**config.mk**
```make
export PLATFORM = sky130hd
export DESIGN_NAME = line_pixel_rasterizer
export DESIGN_NICKNAME = d
export VERILOG_FILES = /design/src/rtl/lpr_pkg.sv /design/src/rtl/lpr_front.sv /design/src/rtl/lpr_queue.sv /design/src/rtl/lpr_back.sv /design/src/rtl/line_pixel_rasterizer.sv
export SDC_FILE = /design/constraint.sdc
export NUM_CORES = 1
export LEC_CHECK = 0
export ABC_AREA = 1
export BUFFER_PORTS_ARGS = -buffer_cell sky130_fd_sc_hd__buf_2
export CORE_MARGIN = 2
export CORE_UTILIZATION = 40
export DETAILED_ROUTE_END_ITERATION = 10
export SLEW_MARGIN = 20
export SYNTH_ARGS = -nofsm -noshare
export SYNTH_HDL_FRONTEND = slang
export SYNTH_HIERARCHICAL = 1
export SYNTH_SLANG_ARGS = --single-unit
```
**constraint.sdc**
```tcl
create_clock -name clk_i -period 8.9 [get_ports clk_i]
set_input_delay 0.445 -clock clk_i [delete_from_list [all_inputs] [get_ports clk_i]]
set_output_delay 0.445 -clock clk_i [all_outputs]
set_load 0.02 [all_outputs]
```
**src/rtl/lpr_pkg.sv**
```systemverilog
// Shared types and constants for the line pixel rasterizer.
package lpr_pkg;

  localparam int CoordWidthDef = 12;
  localparam int PenWidth      = 16;
  localparam int QueueDepth    = 2;

  typedef enum logic {
    FuncLoad = 1'b0,
    FuncStep = 1'b1
  } func_e;

endpackage

```
**src/rtl/lpr_front.sv**
```systemverilog
// Front end: accepts words, classifies load/step and precomputes line deltas.
module lpr_front #(
  parameter int CoordWidth = lpr_pkg::CoordWidthDef,
  parameter int CmdWidth   = 6 * CoordWidth + 5
) (
  input  logic                   clk_i,
  input  logic                   rst_ni,
  input  logic                   in_valid_i,
  output logic                   in_ready_o,
  input  lpr_pkg::func_e         func_i,
  input  logic [CoordWidth-1:0]  start_x_i,
  input  logic [CoordWidth-1:0]  start_y_i,
  input  logic [CoordWidth-1:0]  end_x_i,
  input  logic [CoordWidth-1:0]  end_y_i,
  output logic                   push_o,
  input  logic                   push_ready_i,
  output logic [CmdWidth-1:0]    cmd_o
);
  import lpr_pkg::*;

  typedef struct packed {
    logic                  is_load;
    logic                  step_x_neg;
    logic                  step_y_neg;
    logic [CoordWidth-1:0] x0;
    logic [CoordWidth-1:0] y0;
    logic [CoordWidth-1:0] x1;
    logic [CoordWidth-1:0] y1;
    logic [CoordWidth:0]   abs_dx;
    logic [CoordWidth:0]   abs_dy;
  } cmd_t;

  logic signed [CoordWidth:0] dx, dy;
  cmd_t                       cmd;

  always_comb begin
    dx = $signed({end_x_i[CoordWidth-1], end_x_i}) - $signed({start_x_i[CoordWidth-1], start_x_i});
    dy = $signed({end_y_i[CoordWidth-1], end_y_i}) - $signed({start_y_i[CoordWidth-1], start_y_i});
    cmd.is_load    = (func_i == FuncLoad);
    cmd.step_x_neg = !($signed(start_x_i) < $signed(end_x_i));
    cmd.step_y_neg = !($signed(start_y_i) < $signed(end_y_i));
    cmd.x0         = start_x_i;
    cmd.y0         = start_y_i;
    cmd.x1         = end_x_i;
    cmd.y1         = end_y_i;
    cmd.abs_dx     = dx[CoordWidth] ? (-dx) : dx;
    cmd.abs_dy     = dy[CoordWidth] ? (-dy) : dy;
  end

  assign in_ready_o = push_ready_i;
  assign push_o     = in_valid_i & push_ready_i;
  assign cmd_o      = CmdWidth'(cmd);

  push_ready_when_pushing: assert property (@(posedge clk_i) disable iff (!rst_ni)
    push_o |-> (push_ready_i && in_valid_i))
    else $error("front pushed into a full queue");

  load_dir_consistent: assert property (@(posedge clk_i) disable iff (!rst_ni)
    (push_o && cmd.abs_dx == '0) |-> cmd.step_x_neg)
    else $error("equal x must give a negative step direction");

  abs_nonneg: assert property (@(posedge clk_i) disable iff (!rst_ni)
    push_o |-> (!cmd.abs_dx[CoordWidth] || cmd.abs_dx == {1'b1, {CoordWidth{1'b0}}}) == 1'b1
      || cmd.abs_dx[CoordWidth] == 1'b0)
    else $error("delta magnitude out of range");

endmodule

```
**src/rtl/lpr_queue.sv**
```systemverilog
// Short command queue between the front end and the stepping engine.
module lpr_queue #(
  parameter int Width = 8,
  parameter int Depth = lpr_pkg::QueueDepth
) (
  input  logic             clk_i,
  input  logic             rst_ni,
  input  logic             push_i,
  output logic             push_ready_o,
  input  logic [Width-1:0] push_data_i,
  output logic             pop_valid_o,
  input  logic             pop_i,
  output logic [Width-1:0] pop_data_o
);
  import lpr_pkg::*;

  localparam int PtrW = (Depth > 1) ? $clog2(Depth) : 1;
  localparam int CntW = $clog2(Depth + 1);

  logic [Width-1:0] mem_q [Depth];
  logic [PtrW-1:0]  wr_ptr_q, wr_ptr_d, rd_ptr_q, rd_ptr_d;
  logic [CntW-1:0]  count_q, count_d;
  logic             do_push, do_pop;

  assign push_ready_o = (count_q != CntW'(Depth));
  assign pop_valid_o  = (count_q != '0);
  assign pop_data_o   = mem_q[rd_ptr_q];
  assign do_push      = push_i & push_ready_o;
  assign do_pop       = pop_i & pop_valid_o;

  always_comb begin
    wr_ptr_d = wr_ptr_q;
    rd_ptr_d = rd_ptr_q;
    count_d  = count_q;
    if (do_push) begin
      wr_ptr_d = (wr_ptr_q == PtrW'(Depth - 1)) ? '0 : wr_ptr_q + 1'b1;
    end
    if (do_pop) begin
      rd_ptr_d = (rd_ptr_q == PtrW'(Depth - 1)) ? '0 : rd_ptr_q + 1'b1;
    end
    if (do_push && !do_pop) begin
      count_d = count_q + 1'b1;
    end else if (do_pop && !do_push) begin
      count_d = count_q - 1'b1;
    end
  end

  always_ff @(posedge clk_i or negedge rst_ni) begin
    if (!rst_ni) begin
      wr_ptr_q <= '0;
      rd_ptr_q <= '0;
      count_q  <= '0;
    end else begin
      wr_ptr_q <= wr_ptr_d;
      rd_ptr_q <= rd_ptr_d;
      count_q  <= count_d;
    end
  end

  always_ff @(posedge clk_i) begin
    if (do_push) begin
      mem_q[wr_ptr_q] <= push_data_i;
    end
  end

  count_bound: assert property (@(posedge clk_i) disable iff (!rst_ni)
    count_q <= CntW'(Depth))
    else $error("queue count overflow");

  push_counts: assert property (@(posedge clk_i) disable iff (!rst_ni)
    (do_push && !do_pop) |=> (count_q == $past(count_q) + 1'b1))
    else $error("queue count missed a push");

  pop_counts: assert property (@(posedge clk_i) disable iff (!rst_ni)
    (do_pop && !do_push) |=> (count_q == $past(count_q) - 1'b1))
    else $error("queue count missed a pop");

endmodule

```
**src/rtl/lpr_back.sv**
```systemverilog
// Stepping engine: Bresenham state, pixel generation and output register.
module lpr_back #(
  parameter int CoordWidth = lpr_pkg::CoordWidthDef,
  parameter int CmdWidth   = 6 * CoordWidth + 5
) (
  input  logic                          clk_i,
  input  logic                          rst_ni,
  input  logic                          cmd_valid_i,
  output logic                          cmd_pop_o,
  input  logic [CmdWidth-1:0]           cmd_i,
  input  logic [lpr_pkg::PenWidth-1:0]  pen_color_i,
  output logic                          out_valid_o,
  input  logic                          out_ready_i,
  output logic [CoordWidth-1:0]         pixel_x_o,
  output logic [CoordWidth-1:0]         pixel_y_o,
  output logic [lpr_pkg::PenWidth-1:0]  pixel_color_o,
  output logic                          last_pixel_o
);
  import lpr_pkg::*;

  typedef struct packed {
    logic                  is_load;
    logic                  step_x_neg;
    logic                  step_y_neg;
    logic [CoordWidth-1:0] x0;
    logic [CoordWidth-1:0] y0;
    logic [CoordWidth-1:0] x1;
    logic [CoordWidth-1:0] y1;
    logic [CoordWidth:0]   abs_dx;
    logic [CoordWidth:0]   abs_dy;
  } cmd_t;

  localparam int ErrW = CoordWidth + 2;
  localparam int E2W  = CoordWidth + 3;

  cmd_t                   cmd;
  logic [CoordWidth-1:0]  cur_x_q, cur_x_d, cur_y_q, cur_y_d;
  logic [CoordWidth-1:0]  tgt_x_q, tgt_x_d, tgt_y_q, tgt_y_d;
  logic [CoordWidth:0]    delta_x_q, delta_x_d, ndelta_y_q, ndelta_y_d;
  logic [ErrW-1:0]        err_q, err_d;
  logic                   sx_neg_q, sx_neg_d, sy_neg_q, sy_neg_d;
  logic                   active_q, active_d;
  logic                   out_valid_q, out_valid_d;
  logic [CoordWidth-1:0]  px_q, px_d, py_q, py_d;
  logic [PenWidth-1:0]    pcol_q, pcol_d;
  logic                   plast_q, plast_d;
  logic                   out_free, do_pop, emit, at_end, adv_x, adv_y;
  logic signed [E2W-1:0]  e2, ndy_ext, dx_ext, err_sum;

  assign cmd       = cmd_t'(cmd_i);
  assign out_free  = !out_valid_q || out_ready_i;
  assign cmd_pop_o = cmd_valid_i && (cmd.is_load || !active_q || out_free);
  assign do_pop    = cmd_pop_o;
  assign emit      = do_pop && !cmd.is_load && active_q;
  assign at_end    = (cur_x_q == tgt_x_q) && (cur_y_q == tgt_y_q);

  always_comb begin
    e2      = $signed({err_q, 1'b0});
    ndy_ext = $signed({{2{ndelta_y_q[CoordWidth]}}, ndelta_y_q});
    dx_ext  = $signed({2'b00, delta_x_q});
    adv_x   = (e2 > ndy_ext);
    adv_y   = (e2 < dx_ext);
    err_sum = $signed({err_q[ErrW-1], err_q}) + (adv_x ? ndy_ext : '0)
            + (adv_y ? dx_ext : '0);
  end

  always_comb begin
    cur_x_d    = cur_x_q;
    cur_y_d    = cur_y_q;
    tgt_x_d    = tgt_x_q;
    tgt_y_d    = tgt_y_q;
    delta_x_d  = delta_x_q;
    ndelta_y_d = ndelta_y_q;
    err_d      = err_q;
    sx_neg_d   = sx_neg_q;
    sy_neg_d   = sy_neg_q;
    active_d   = active_q;
    if (do_pop && cmd.is_load) begin
      cur_x_d    = cmd.x0;
      cur_y_d    = cmd.y0;
      tgt_x_d    = cmd.x1;
      tgt_y_d    = cmd.y1;
      delta_x_d  = cmd.abs_dx;
      ndelta_y_d = -cmd.abs_dy;
      err_d      = ErrW'({1'b0, cmd.abs_dx}) - ErrW'({1'b0, cmd.abs_dy});
      sx_neg_d   = cmd.step_x_neg;
      sy_neg_d   = cmd.step_y_neg;
      active_d   = 1'b1;
    end else if (emit) begin
      if (at_end) begin
        active_d = 1'b0;
      end else begin
        err_d = err_sum[ErrW-1:0];
        if (adv_x) begin
          cur_x_d = sx_neg_q ? cur_x_q - 1'b1 : cur_x_q + 1'b1;
        end
        if (adv_y) begin
          cur_y_d = sy_neg_q ? cur_y_q - 1'b1 : cur_y_q + 1'b1;
        end
      end
    end
  end

  always_comb begin
    out_valid_d = out_valid_q;
    px_d        = px_q;
    py_d        = py_q;
    pcol_d      = pcol_q;
    plast_d     = plast_q;
    if (emit) begin
      out_valid_d = 1'b1;
      px_d        = cur_x_q;
      py_d        = cur_y_q;
      pcol_d      = pen_color_i;
      plast_d     = at_end;
    end else if (out_ready_i) begin
      out_valid_d = 1'b0;
    end
  end

  always_ff @(posedge clk_i or negedge rst_ni) begin
    if (!rst_ni) begin
      cur_x_q     <= '0;
      cur_y_q     <= '0;
      tgt_x_q     <= '0;
      tgt_y_q     <= '0;
      delta_x_q   <= '0;
      ndelta_y_q  <= '0;
      err_q       <= '0;
      sx_neg_q    <= 1'b0;
      sy_neg_q    <= 1'b0;
      active_q    <= 1'b0;
      out_valid_q <= 1'b0;
    end else begin
      cur_x_q     <= cur_x_d;
      cur_y_q     <= cur_y_d;
      tgt_x_q     <= tgt_x_d;
      tgt_y_q     <= tgt_y_d;
      delta_x_q   <= delta_x_d;
      ndelta_y_q  <= ndelta_y_d;
      err_q       <= err_d;
      sx_neg_q    <= sx_neg_d;
      sy_neg_q    <= sy_neg_d;
      active_q    <= active_d;
      out_valid_q <= out_valid_d;
    end
  end

  always_ff @(posedge clk_i) begin
    px_q    <= px_d;
    py_q    <= py_d;
    pcol_q  <= pcol_d;
    plast_q <= plast_d;
  end

  assign out_valid_o   = out_valid_q;
  assign pixel_x_o     = px_q;
  assign pixel_y_o     = py_q;
  assign pixel_color_o = pcol_q;
  assign last_pixel_o  = plast_q;

  last_goes_idle: assert property (@(posedge clk_i) disable iff (!rst_ni)
    (emit && at_end) |=> !active_q)
    else $error("generator still active after last pixel");

  load_goes_active: assert property (@(posedge clk_i) disable iff (!rst_ni)
    (do_pop && cmd.is_load) |=> active_q)
    else $error("load did not start the generator");

  no_emit_when_blocked: assert property (@(posedge clk_i) disable iff (!rst_ni)
    emit |-> out_free)
    else $error("pixel emitted over a pending word");

  ndy_nonpos: assert property (@(posedge clk_i) disable iff (!rst_ni)
    active_q |-> (ndelta_y_q[CoordWidth] || ndelta_y_q == '0))
    else $error("negated y distance is positive");

endmodule

```
**src/rtl/line_pixel_rasterizer.sv**
```systemverilog
// Top level of the Bresenham line pixel rasterizer.
// Path: a step word passes the command queue, then the engine output register, before its pixel is valid on m_axis.
// Throughput: one word per cycle in, one pixel per cycle out while m_axis_tready is high;
//   a 2-entry command queue between front end and stepping engine absorbs short output stalls.
// Reset: asynchronous, active low; generator idle, pen color zero, queue empty.
module line_pixel_rasterizer #(
  parameter int CoordWidth = lpr_pkg::CoordWidthDef
) (
  input  logic                                         clk_i,
  input  logic                                         rst_ni,
  input  logic                                         s_axis_tvalid,
  output logic                                         s_axis_tready,
  // start_x, start_y, end_x, end_y from bit 0 up, zero padded to bytes
  input  logic [((4*CoordWidth+7)/8)*8-1:0]            s_axis_tdata,
  // func
  input  logic                                         s_axis_tuser,
  output logic                                         m_axis_tvalid,
  input  logic                                         m_axis_tready,
  // pixel_x, pixel_y, pixel_color from bit 0 up, zero padded to bytes
  output logic [((2*CoordWidth+lpr_pkg::PenWidth+7)/8)*8-1:0] m_axis_tdata,
  // last_pixel
  output logic                                         m_axis_tlast,
  input  logic                                         cfg_valid_i,
  output logic                                         cfg_ready_o,
  input  logic [lpr_pkg::PenWidth-1:0]                 cfg_data_i
);
  import lpr_pkg::*;

  localparam int CmdWidth = 6 * CoordWidth + 5;
  localparam int MDataW   = ((2 * CoordWidth + PenWidth + 7) / 8) * 8;

  logic [PenWidth-1:0]   pen_color_q;
  logic                  push, push_ready, q_valid, q_pop;
  logic [CmdWidth-1:0]   cmd_in, cmd_out;
  logic [CoordWidth-1:0] pixel_x, pixel_y;
  logic [PenWidth-1:0]   pixel_color;
  func_e                 func;

  assign cfg_ready_o = 1'b1;
  assign func        = func_e'(s_axis_tuser);

  always_ff @(posedge clk_i or negedge rst_ni) begin
    if (!rst_ni) begin
      pen_color_q <= '0;
    end else if (cfg_valid_i && cfg_ready_o) begin
      pen_color_q <= cfg_data_i;
    end
  end

  lpr_front #(
    .CoordWidth (CoordWidth),
    .CmdWidth   (CmdWidth)
  ) u_front (
    .clk_i        (clk_i),
    .rst_ni       (rst_ni),
    .in_valid_i   (s_axis_tvalid),
    .in_ready_o   (s_axis_tready),
    .func_i       (func),
    .start_x_i    (s_axis_tdata[CoordWidth-1:0]),
    .start_y_i    (s_axis_tdata[2*CoordWidth-1:CoordWidth]),
    .end_x_i      (s_axis_tdata[3*CoordWidth-1:2*CoordWidth]),
    .end_y_i      (s_axis_tdata[4*CoordWidth-1:3*CoordWidth]),
    .push_o       (push),
    .push_ready_i (push_ready),
    .cmd_o        (cmd_in)
  );

  lpr_queue #(
    .Width (CmdWidth),
    .Depth (QueueDepth)
  ) u_queue (
    .clk_i        (clk_i),
    .rst_ni       (rst_ni),
    .push_i       (push),
    .push_ready_o (push_ready),
    .push_data_i  (cmd_in),
    .pop_valid_o  (q_valid),
    .pop_i        (q_pop),
    .pop_data_o   (cmd_out)
  );

  lpr_back #(
    .CoordWidth (CoordWidth),
    .CmdWidth   (CmdWidth)
  ) u_back (
    .clk_i         (clk_i),
    .rst_ni        (rst_ni),
    .cmd_valid_i   (q_valid),
    .cmd_pop_o     (q_pop),
    .cmd_i         (cmd_out),
    .pen_color_i   (pen_color_q),
    .out_valid_o   (m_axis_tvalid),
    .out_ready_i   (m_axis_tready),
    .pixel_x_o     (pixel_x),
    .pixel_y_o     (pixel_y),
    .pixel_color_o (pixel_color),
    .last_pixel_o  (m_axis_tlast)
  );

  assign m_axis_tdata = MDataW'({pixel_color, pixel_y, pixel_x});

endmodule
```
Yosys cells after proc, flatten, opt, wreduce, memory -nomap -nowiden
Memories as Yosys holds them, arrays and structs flattened. Cells that the tools add are included.

RAM bits: 154. ROM bits: 0. Input port bits: 70. Memories: 1. Bits in registers: 153. Bits in latches: 0. Word-level logic and storage cells: 104. Output and inout bits: 44.

Memories: u_queue.mem_q (words 2, width 77, read ports 1, clocked after Yosys merged registers in 0, wr ports 1, RTL line lpr_queue.sv:20) `logic [Width-1:0] mem_q [Depth];`.

Muxes and demuxes: 28. Eq/ne operators: 4. Div/mod/pow operators: 0. Shift-type cells: 0. $mul: 0. Reduce and logical (&&, ||, !) cells: 28. Bitwise gates (word level): 4. Order comparisons: 4. Add/sub/neg operators: 16.

Operators by type and width (number): 12-bit 2-to-1 mux (10); 14-bit 2-to-1 mux (4); 13-bit 2-to-1 mux (3); 13-bit negation (3); 14-bit adder (2); 12-bit by 12-bit subtractor with 13-bit output (2); 12-bit by 1-bit adder with 12-bit output (second input constant) (2); 12-bit equality test (2); 12-bit < comparator (2); 12-bit by 1-bit subtractor with 12-bit output (second input constant) (2); 15-bit by 13-bit > comparator with 1-bit output (1); 15-bit by 14-bit < comparator with 1-bit output (1); 2-bit nonzero test (7); 13-bit by 13-bit subtractor with 14-bit output (1); 1-bit 2-to-1 mux (9); 1-bit logical AND (7); 1-bit logical NOT (7); 3-bit AND reduction (2); 2-bit 2-to-1 mux (2); 2-bit inequality test (second input constant) (2); 2-bit AND reduction (2); 1-bit bitwise AND (3); 1-bit logical OR (3); 1-bit adder (second input constant) (2); other kinds (3) (3).

Logic depth before layout (Yosys ltp)
Gate-level depths: netlist of run 1.

Depth after elaboration: 8. Gate-level depth with buffers: 28. Mapped depth without buffers: 27.

Cells and area by module
Netlist of run 1, hierarchy kept.

By module, submodules not included: lpr_back (cells each 1111, area an instance 8892.3 µm², times used 1, seq. area each 3533.4 µm²); lpr_queue (cells each 431, area an instance 5820.6 µm², times used 1, seq. area each 4724.5 µm²); lpr_front (cells each 498, area an instance 2650.0 µm², times used 1, seq. area each 0.0 µm²); line_pixel_rasterizer (cells each 70, area an instance 655.6 µm², times used 1, seq. area each 400.4 µm²).

Worst setup path after synthesis of run 1
No wires, ideal clock.

Kind: flip-flop to flip-flop. From: reg u_queue.count_q[0]. To: mem u_queue/mem_q[0][0] (netlist bit) (enable). Clock period less this slack: 4.429 ns. Buffers on the path: 0. Setup time: 0.513 ns. Stages on the path, launching flop included: 7. Arrival: 3.916 ns. Path slack: 4.471 ns. Required time: 8.387 ns. Path through: dfrtp_1 inv_1 nand2_1 nand2_1 inv_1 nand2_1 nor2_1.

Word-level cells in the longest chain between the ends: 5.

RTL lines: from (decl) (RTL line lpr_queue.sv:22) `logic [CntW-1:0] count_q, count_d;`; from (signal assigned) (RTL line lpr_queue.sv:56) `count_q <= count_d;`; 2-bit inequality test (RTL line lpr_queue.sv:25) `assign push_ready_o = (count_q != CntW'(Depth));`; via push_ready (RTL line line_pixel_rasterizer.sv:33) `logic push, push_ready, q_valid, q_pop;`; 1-bit bitwise AND (RTL line lpr_front.sv:51) `assign push_o = in_valid_i & push_ready_i;`; via push (RTL line line_pixel_rasterizer.sv:33); 1-bit bitwise AND (RTL line lpr_queue.sv:28) `assign do_push = push_i & push_ready_o;`; 1-bit 2-to-1 mux (RTL line lpr_queue.sv:61) `if (do_push) begin`; 1-bit 2-to-1 mux (not written as such) (RTL line lpr_queue.sv:62) `mem_q[wr_ptr_q] <= push_data_i;`; to (decl) (RTL line lpr_queue.sv:20).

The timed path passes the listed nets, and every way through them passes these cells.

Worst setup path after layout of run 1
From: reg u_back.err_q[3]. To: reg u_back.err_q[11].

Word-level cells in the longest chain between the ends: 7. Elaborated cells between the ends (all ways): 9. Those cells by class: add/sub: 2; order compare: 2; mux: 5.

RTL lines: from (decl) (RTL line lpr_back.sv:40) `logic [ErrW-1:0] err_q, err_d;`; from (signal assigned) (RTL line lpr_back.sv:141) `err_q <= err_d;`; 15-bit by 13-bit > comparator with 1-bit output (RTL line lpr_back.sv:61) `adv_x = (e2 > ndy_ext);`; 14-bit 2-to-1 mux (RTL line lpr_back.sv:63) `err_sum = $signed({err_q[ErrW-1], err_q}) + (adv_x ? ndy_ext : '0)`; 14-bit adder (RTL line lpr_back.sv:63); 14-bit adder * (RTL line lpr_back.sv:64) `+ (adv_y ? dx_ext : '0);`; 14-bit 2-to-1 mux * (RTL line lpr_back.sv:90) `if (at_end) begin`; 14-bit 2-to-1 mux * (RTL line lpr_back.sv:89) `end else if (emit) begin`; 14-bit 2-to-1 mux * (RTL line lpr_back.sv:78) `if (do_pop && cmd.is_load) begin`.

Mark *: on every way between the ends. The rest lies on a longest branch, timed or not. The select of a mux whose other input is x is not followed. A chain may end at the register's enable or synchronous reset.

==> results.cfg, run 1 <==
[clock_network]
cts_buffer_depth = 3
cts_tree = done
cts_root_buffer = clkbuf_16
clk_pin_slew_worst_paths_ns = 0.06
clk_latency_ns = 0.52
cts_resized = 0
htreeDepth = 2
numCtsBuffers = 35
cts_hold_buf = 0
cts_sinks = 307
cts_setup_buffers = 0

[timing]
rsz0062_at_grt = false
fin_skew_ns = 0.0231
min_period_ns = 4.42
fmax_ghz = 0.226
tightest_slew_ns = 0.875
setup_viol = 0
finalCritPeriodShare_pct = 49.7
relSlewSlack_pct = 41.7
final_max_slew_viol_count = 0
fin_tns_setup_ns = 0
hold_viol = 0
fin_ws_ns = 4.48

[grt]
grt_pass1_wl_um = 71600
grt_pass1_vias = 13086
antenna_found_initial = 4
grt_max_degree = 82
overflow = 0
groute.usage.overall_pct = 19.4

[layout]
multiInputGateArea_um2 = 7710
fin_nets = 2359
layout-drive-gt1-share_pct = 10.5
fin_util_pct = 44.9
final.fill_count = 4371
seqCellArea_um2 = 8660
syn2layout_area_growth_pct = 10.4

[min_path]
min_path_type = in -> async

[drt]
drt-wirelength-per-cell_um = 16.2
ant_nets = 0
num_vias = 13754
drt-total-wl_um = 45200
drtIter0Drc = 1182
drc = 0
via_per_inst = 4.94
firstDrtPassIters = 6

[synthesis]
yosysTopAreaCellShare_pct = 32.5
synth_xor_xnor_area_share_pct = 2.72
yosysSeqAreaShare_pct = 48.1
syn_inst = 2110
synthTopCellsByArea = edfxtp_1, nand2_1, dfrtp_1
yosysMostFrequentCell = nand2_1
synth_top_area_cell = edfxtp_1
netlist_top_cells_count = nand2_1, inv_1, edfxtp_1, nand3_1, dfrtp_1
synthMuxAreaShare_pct = 0
synth_compound_area_share_pct = 6.10
ys_warn_count = 6
yosys.area_share.simple_pct = 24.7
avgSynthCellArea_um2 = 8.54
synth_area_um2 = 18000
synth_top_flop_cell = edfxtp_1
synth_edf_count = 195
synth_fa_ha_area_share_pct = 9.12
ys_ff_latch = 307
synthArstFlopShare_pct = 36.5
synth_nets = 2300
synth_top_family_by_area = simple AND/OR/NAND/NOR gates
ys_types = 52

[floorplan]
num_rows = 77
core_um2 = 44300
dieArea_um2 = 46800
die_h_um = 216
chipWidth_um = 216
start_util_pct = 40.7
ios = 114

[placed_design]
hpwl_um = 33700
preCtsSetupSlack_ns = 4.55
io_buffers = 112
place_congestion = 0.909

[worst_setup_path]
crit_start = u_back/err_q[3]
path_cells = ha_1 -> a21oi_1 -> o21ai_0 -> o2111ai_1 -> nand4_1 -> nand2_1 -> nand2_1 -> fa_1 -> inv_1 -> ha_1 -> fa_1 -> nand3_1 -> nand2_1 -> a21oi_1 -> o21ai_0 -> inv_1 -> nor2_1 -> o21ai_0 -> nand3_1 -> a21oi_1
worst-path-max-fanout = 13
cp-start-kind = register
critPathArrivalTime_ns = 4.85
rr_startpoint = u_back/err_q[3]
worstSetupEndpointType = register
slowest_delay_ns = 0.53
crit_family = adder cells
slowest_stage = fa_1
rr_worst_depth = 20
cp_num_cells = 20
required_ns = 9.33
r2r_end = u_back/err_q[11]
ff2ff_setup_slack_ns = 4.48
critical_path_class = reg -> reg
worstSetupEndpoint = u_back/err_q[11]
path_buf_inv = 2

[power_and_ir_drop]
ir_drop_mv = 0.218
power_density_nw_per_um2 = 437
leakage_nw = 9.64

[outcome]
outcome = finished, final reports clean

[job]
max_cap_violations = 0
[metrics by stage]
| step | instances | hold slack, ns | total power [mW] | instance area, µm² |
|---|---|---|---|---|
| finish | 2787 | 0.00820 | 8.70 | 19900 |
| global route | 2787 | 0.0658 | 9.49 | 19900 |
| CTS | 2784 | 0.0258 | 8.71 | 19800 |
| detailed placement | 2722 | 0.432 | 7.23 | 18700 |
| global placement | 2722 | 0.427 | 7.15 | 18700 |
| floorplan | 2110 | 0.149 | 5.99 | 18000 |
[kinds of logic after synthesis]
| kind of cell | Yosys count |
|---|---|
| AND/OR/NAND/NOR | 1069 |
| XOR/XNOR | 56 |
| flip-flops | 307 |
| buffers and inverters | 355 |
| adder cells (fa/ha/maj) | 120 |
| other | 1 |
| AO/OA/AOI/OAI | 202 |
[layout by cell type (no fill, tap or decap), drive strengths merged, types with 6 or more instances in the layout]
cell type,instances
a21o,6
a21oi,73
a31oi,6
buf,123
clkbuf,45
clkinv,8
dfrtp,112
edfxtp,195
fa,19
ha,101
inv,255
nand2,798
nand3,124
nand3b,6
nand4,25
nor2,87
nor3,11
o21ai,99
or2,11
xnor2,25
xor2,31
[worst min path at each step]
stage / from / endpoint / slack (ns) / depth (start not counted)
floorplan: rst_ni / pen_color_q[0] / 0.15 / 0
global placement: pen_color_q[8] / u_back/pixel_color_o[8] / 0.43 / 0
global route: rst_ni / pen_color_q[4] / 0.07 / 1
CTS: rst_ni / pen_color_q[10] / 0.03 / 1
detailed placement: pen_color_q[8] / u_back/pixel_color_o[8] / 0.43 / 0
finish: rst_ni / pen_color_q[4] / 0.008 / 1
[worst reg2reg max path, cell delays in order, from the launching register on]
cell and delay (ns):
dfrtp_1 0.41, ha_1 0.30, a21oi_1 0.15, o21ai_0 0.13, o2111ai_1 0.25, nand4_1 0.15, nand2_1 0.49, nand2_1 0.15
fa_1 0.53, inv_1 0.04, ha_1 0.23, fa_1 0.42, nand3_1 0.09, nand2_1 0.11, a21oi_1 0.21, o21ai_0 0.13
inv_1 0.09, nor2_1 0.05, o21ai_0 0.14, nand3_1 0.10, a21oi_1 0.15
[final cells by class]
cell class / count / area share (%)
flip-flops and latches: 307 / 43.5
multi-input cells: 1448 / 38.8
inverters: 254 / 4.83
clock buffers: 45 / 4.74
well taps: 592 / 3.72
repair buffers: 123 / 3.45
clock inverters: 17 / 0.968
diodes: 1 / 0.0126
[metal layers]
layer	up-vias	track usage [%]	routed length, µm
met5	-	0	0
met4	0	5.46	1170
met3	74	3.47	2730
met2	372	28.5	19000
met1	6424	29.3	22400
li1	6884	-	-
[power by group]
group | switching, mW | total, mW | internal (mW)
combinational | 3.19 | 4.79 | 1.60
clock | 0.570 | 1.44 | 0.865
sequential | 0.329 | 2.47 | 2.14
[registers in the layout, indices dropped and copies added, names as in the netlist, 2 cells and up]
| name | flops |
|---|---|
| u_back/ndelta_y_q | 13 |
| u_back/cur_y_q | 12 |
| u_back/tgt_x_q | 12 |
| u_back/tgt_y_q | 12 |
| u_back/pixel_x_o | 12 |
| u_queue/count_q | 2 |
| u_back/err_q | 14 |
| u_back/cur_x_q | 12 |
| u_back/delta_x_q | 13 |
| u_queue/mem_q | 154 |
| pen_color_q | 16 |
| u_back/pixel_color_o | 16 |
| u_back/pixel_y_o | 12 |
No activity file was read; power rests on OpenSTA's default activity.
==> run 2: changes to the inputs <==
==> constraint.sdc (replaced) <==
create_clock -name clk_i -period 3.9 [get_ports clk_i]
set_input_delay 0.195 -clock clk_i [delete_from_list [all_inputs] [get_ports clk_i]]
set_output_delay 0.195 -clock clk_i [all_outputs]
set_load 0.02 [all_outputs]
==> run 2 against run 1 <==
First-iteration DRC count shrank 1.4%. Clock-buffer cell count shrank 3. Critical endpoint is now u_back/err_q[7]. Critical path type unchanged. Via count grew 5.2%. Hold slack better by 0.071 ns. Register-to-register slack got worse by 4.4 ns. Global-route usage increased by 0.59 points. Fmax is 14% higher. Core utilization rose by 3.8 points. Sequential share of layout area fell by 3.4 points. Cell area up 8.4%.
==> results.cfg, run 2 (synthesized netlist as in run 1, its figures left out) <==
[outcome]
outcome = finished, final reports clean

[layout]
fin_nets = 2472
final_cell_mix = nand2_1, inv_1, edfxtp_1, nand3_1, buf_2
regMostFlops = u_queue/mem_q
final-instance-count-excl-fill = 2901
diodes = 0
syn2layout_area_growth_pct = 19.7
largest_reg_flops = 154
layout_commonest_cell = nand2_1
layout-drive-gt1-share_pct = 16.3

[min_path]
min_path_type = in -> reg

[floorplan]
chipWidth_um = 216
die_h_um = 216
core_um2 = 44300
start_util_pct = 40.7
num_rows = 77
dieArea_um2 = 46800
ios = 114

[worst_setup_path]
worst-path-max-fanout = 5
critical_path_class = reg -> reg
required_ns = 4.34
critPathArrivalTime_ns = 4.31
cp-start-kind = register
worstSetupEndpointType = register

[clock_network]
cts_root_buffer = clkbuf_16
numCtsBuffers = 35
clk_pin_slew_worst_paths_ns = 0.06
clk_latency_ns = 0.54
htreeDepth = 2
cts_buffer_depth = 3
cts_tree = done
cts_sinks = 307

[grt]
grt_pass1_wl_um = 74400
antenna_found_initial = 0
grt_pass1_vias = 13657
overflow = 0
groute.usage.overall_pct = 20.0
grt_max_degree = 103

[drt]
drc = 0
drt-total-wl_um = 48000
num_vias = 14474
ant_nets = 0
firstDrtPassIters = 5
drtIter0Drc = 1165
via_per_inst = 4.99
drt-wirelength-per-cell_um = 16.5

[timing]
tightest_slew_ns = 0.732
min_period_ns = 3.87
final_max_slew_viol_count = 0
hold_viol = 0
relSlewSlack_pct = 51.2
fin_skew_ns = 0.0252
finalCritPeriodShare_pct = 99.2
worst_hold_slack_ns = 0.0791
setup_viol = 0
fmax_ghz = 0.259

[job]
max_cap_violations = 0

[placed_design]
dpl.cell_count = 2736
place_congestion = 0.878
io_buffers = 112
hpwl_um = 34100
==> run 2: cell count changes in the layout (fill, tap and decap cells not counted), sizes merged <==
cell	before	now
dlygate4sd3	0	67
buf	123	167
clkinv	8	17
clkinvlp	4	0
clkbuf	45	44
diode	1	0
==> run 2: critical path, stage by stage, from the launching register on <==
cell and delay (ns):
dfrtp_1 0.39, inv_2 0.10, ha_4 0.22, a21oi_2 0.16, o21ai_2 0.09, o2111ai_2 0.23, nand4_1 0.20, nand2_4 0.18
nand2_2 0.08, fa_1 0.53, inv_1 0.08, ha_4 0.18, fa_2 0.38, nand3_2 0.08, nand2_2 0.07, a21oi_2 0.19
buf_4 0.13, buf_4 0.10, xnor2_1 0.13, o21ai_1 0.08, a22oi_1 0.19
==> run 2: final timing paths <==
| check | from | end | slack (ns) | depth (start not counted) |
|---|---|---|---|---|
| hold / removal | cfg_valid_i | pen_color_q[13] | 0.08 | 3 |
| setup / recovery | u_back/delta_x_q[6] | u_back/err_q[7] | 0.03 | 20 |
| min in group asynchronous | rst_ni | u_back/delta_x_q[10] | 0.31 | 2 |
| setup reg to reg | u_back/delta_x_q[6] | u_back/err_q[7] | 0.03 | 20 |
| max in group asynchronous | rst_ni | u_back/err_q[3] | 2.76 | 3 |
| hold reg to reg | pen_color_q[7] | u_back/pixel_color_o[7] | 0.45 | 0 |
==> run 2: layout make-up <==
type                    instances  area, µm²
clock inverters                22        236
multi-input cells            1448       8250
inverters                     254        966
repair buffers                236       1770
flip-flops and latches        307       8670
fillers                      4156      22700
clock buffers                  42        943
well taps                     592        741
==> run 2: stage by stage <==
stage	setup WS, ns	setup TNS [ns]	util, %	instance area (µm²)
detailed placement	-0.179	-0.273	42.6	18900
CTS	0.00638	0	46.9	20800
finish	0.0323	0	48.7	21600
floorplan	-0.529	-81.49	-	18000
global route	-0.0825	-0.293	48.7	21600
global placement	-0.0344	-0.0676	42.6	18900
==> run 2: what timing repair did <==
action | CTS | global route
endpoints found under the hold margin | 187 | 0
pin swaps | 4 | 40
gates resized for setup | 8 | 110
hold buffers | 67 | 0
gates cloned | 0 | 2
setup endpoints to repair | 7 | 11
buffers inserted | 2 | 30
==> run 2: routing by layer <==
metal | global-route usage, % | part of all wire (%) | vias to the layer above
met5 | 0 | 0 | -
met4 | 3.81 | 1.5 | 0
met3 | 2.62 | 5.3 | 51
met2 | 30.1 | 43 | 399
met1 | 30.9 | 50 | 6897
li1 | - | - | 7127
Power of run 2 is left out: the tool's default activity adds up to more than one toggle a clock period on the data nets, which glitch-free logic cannot reach.
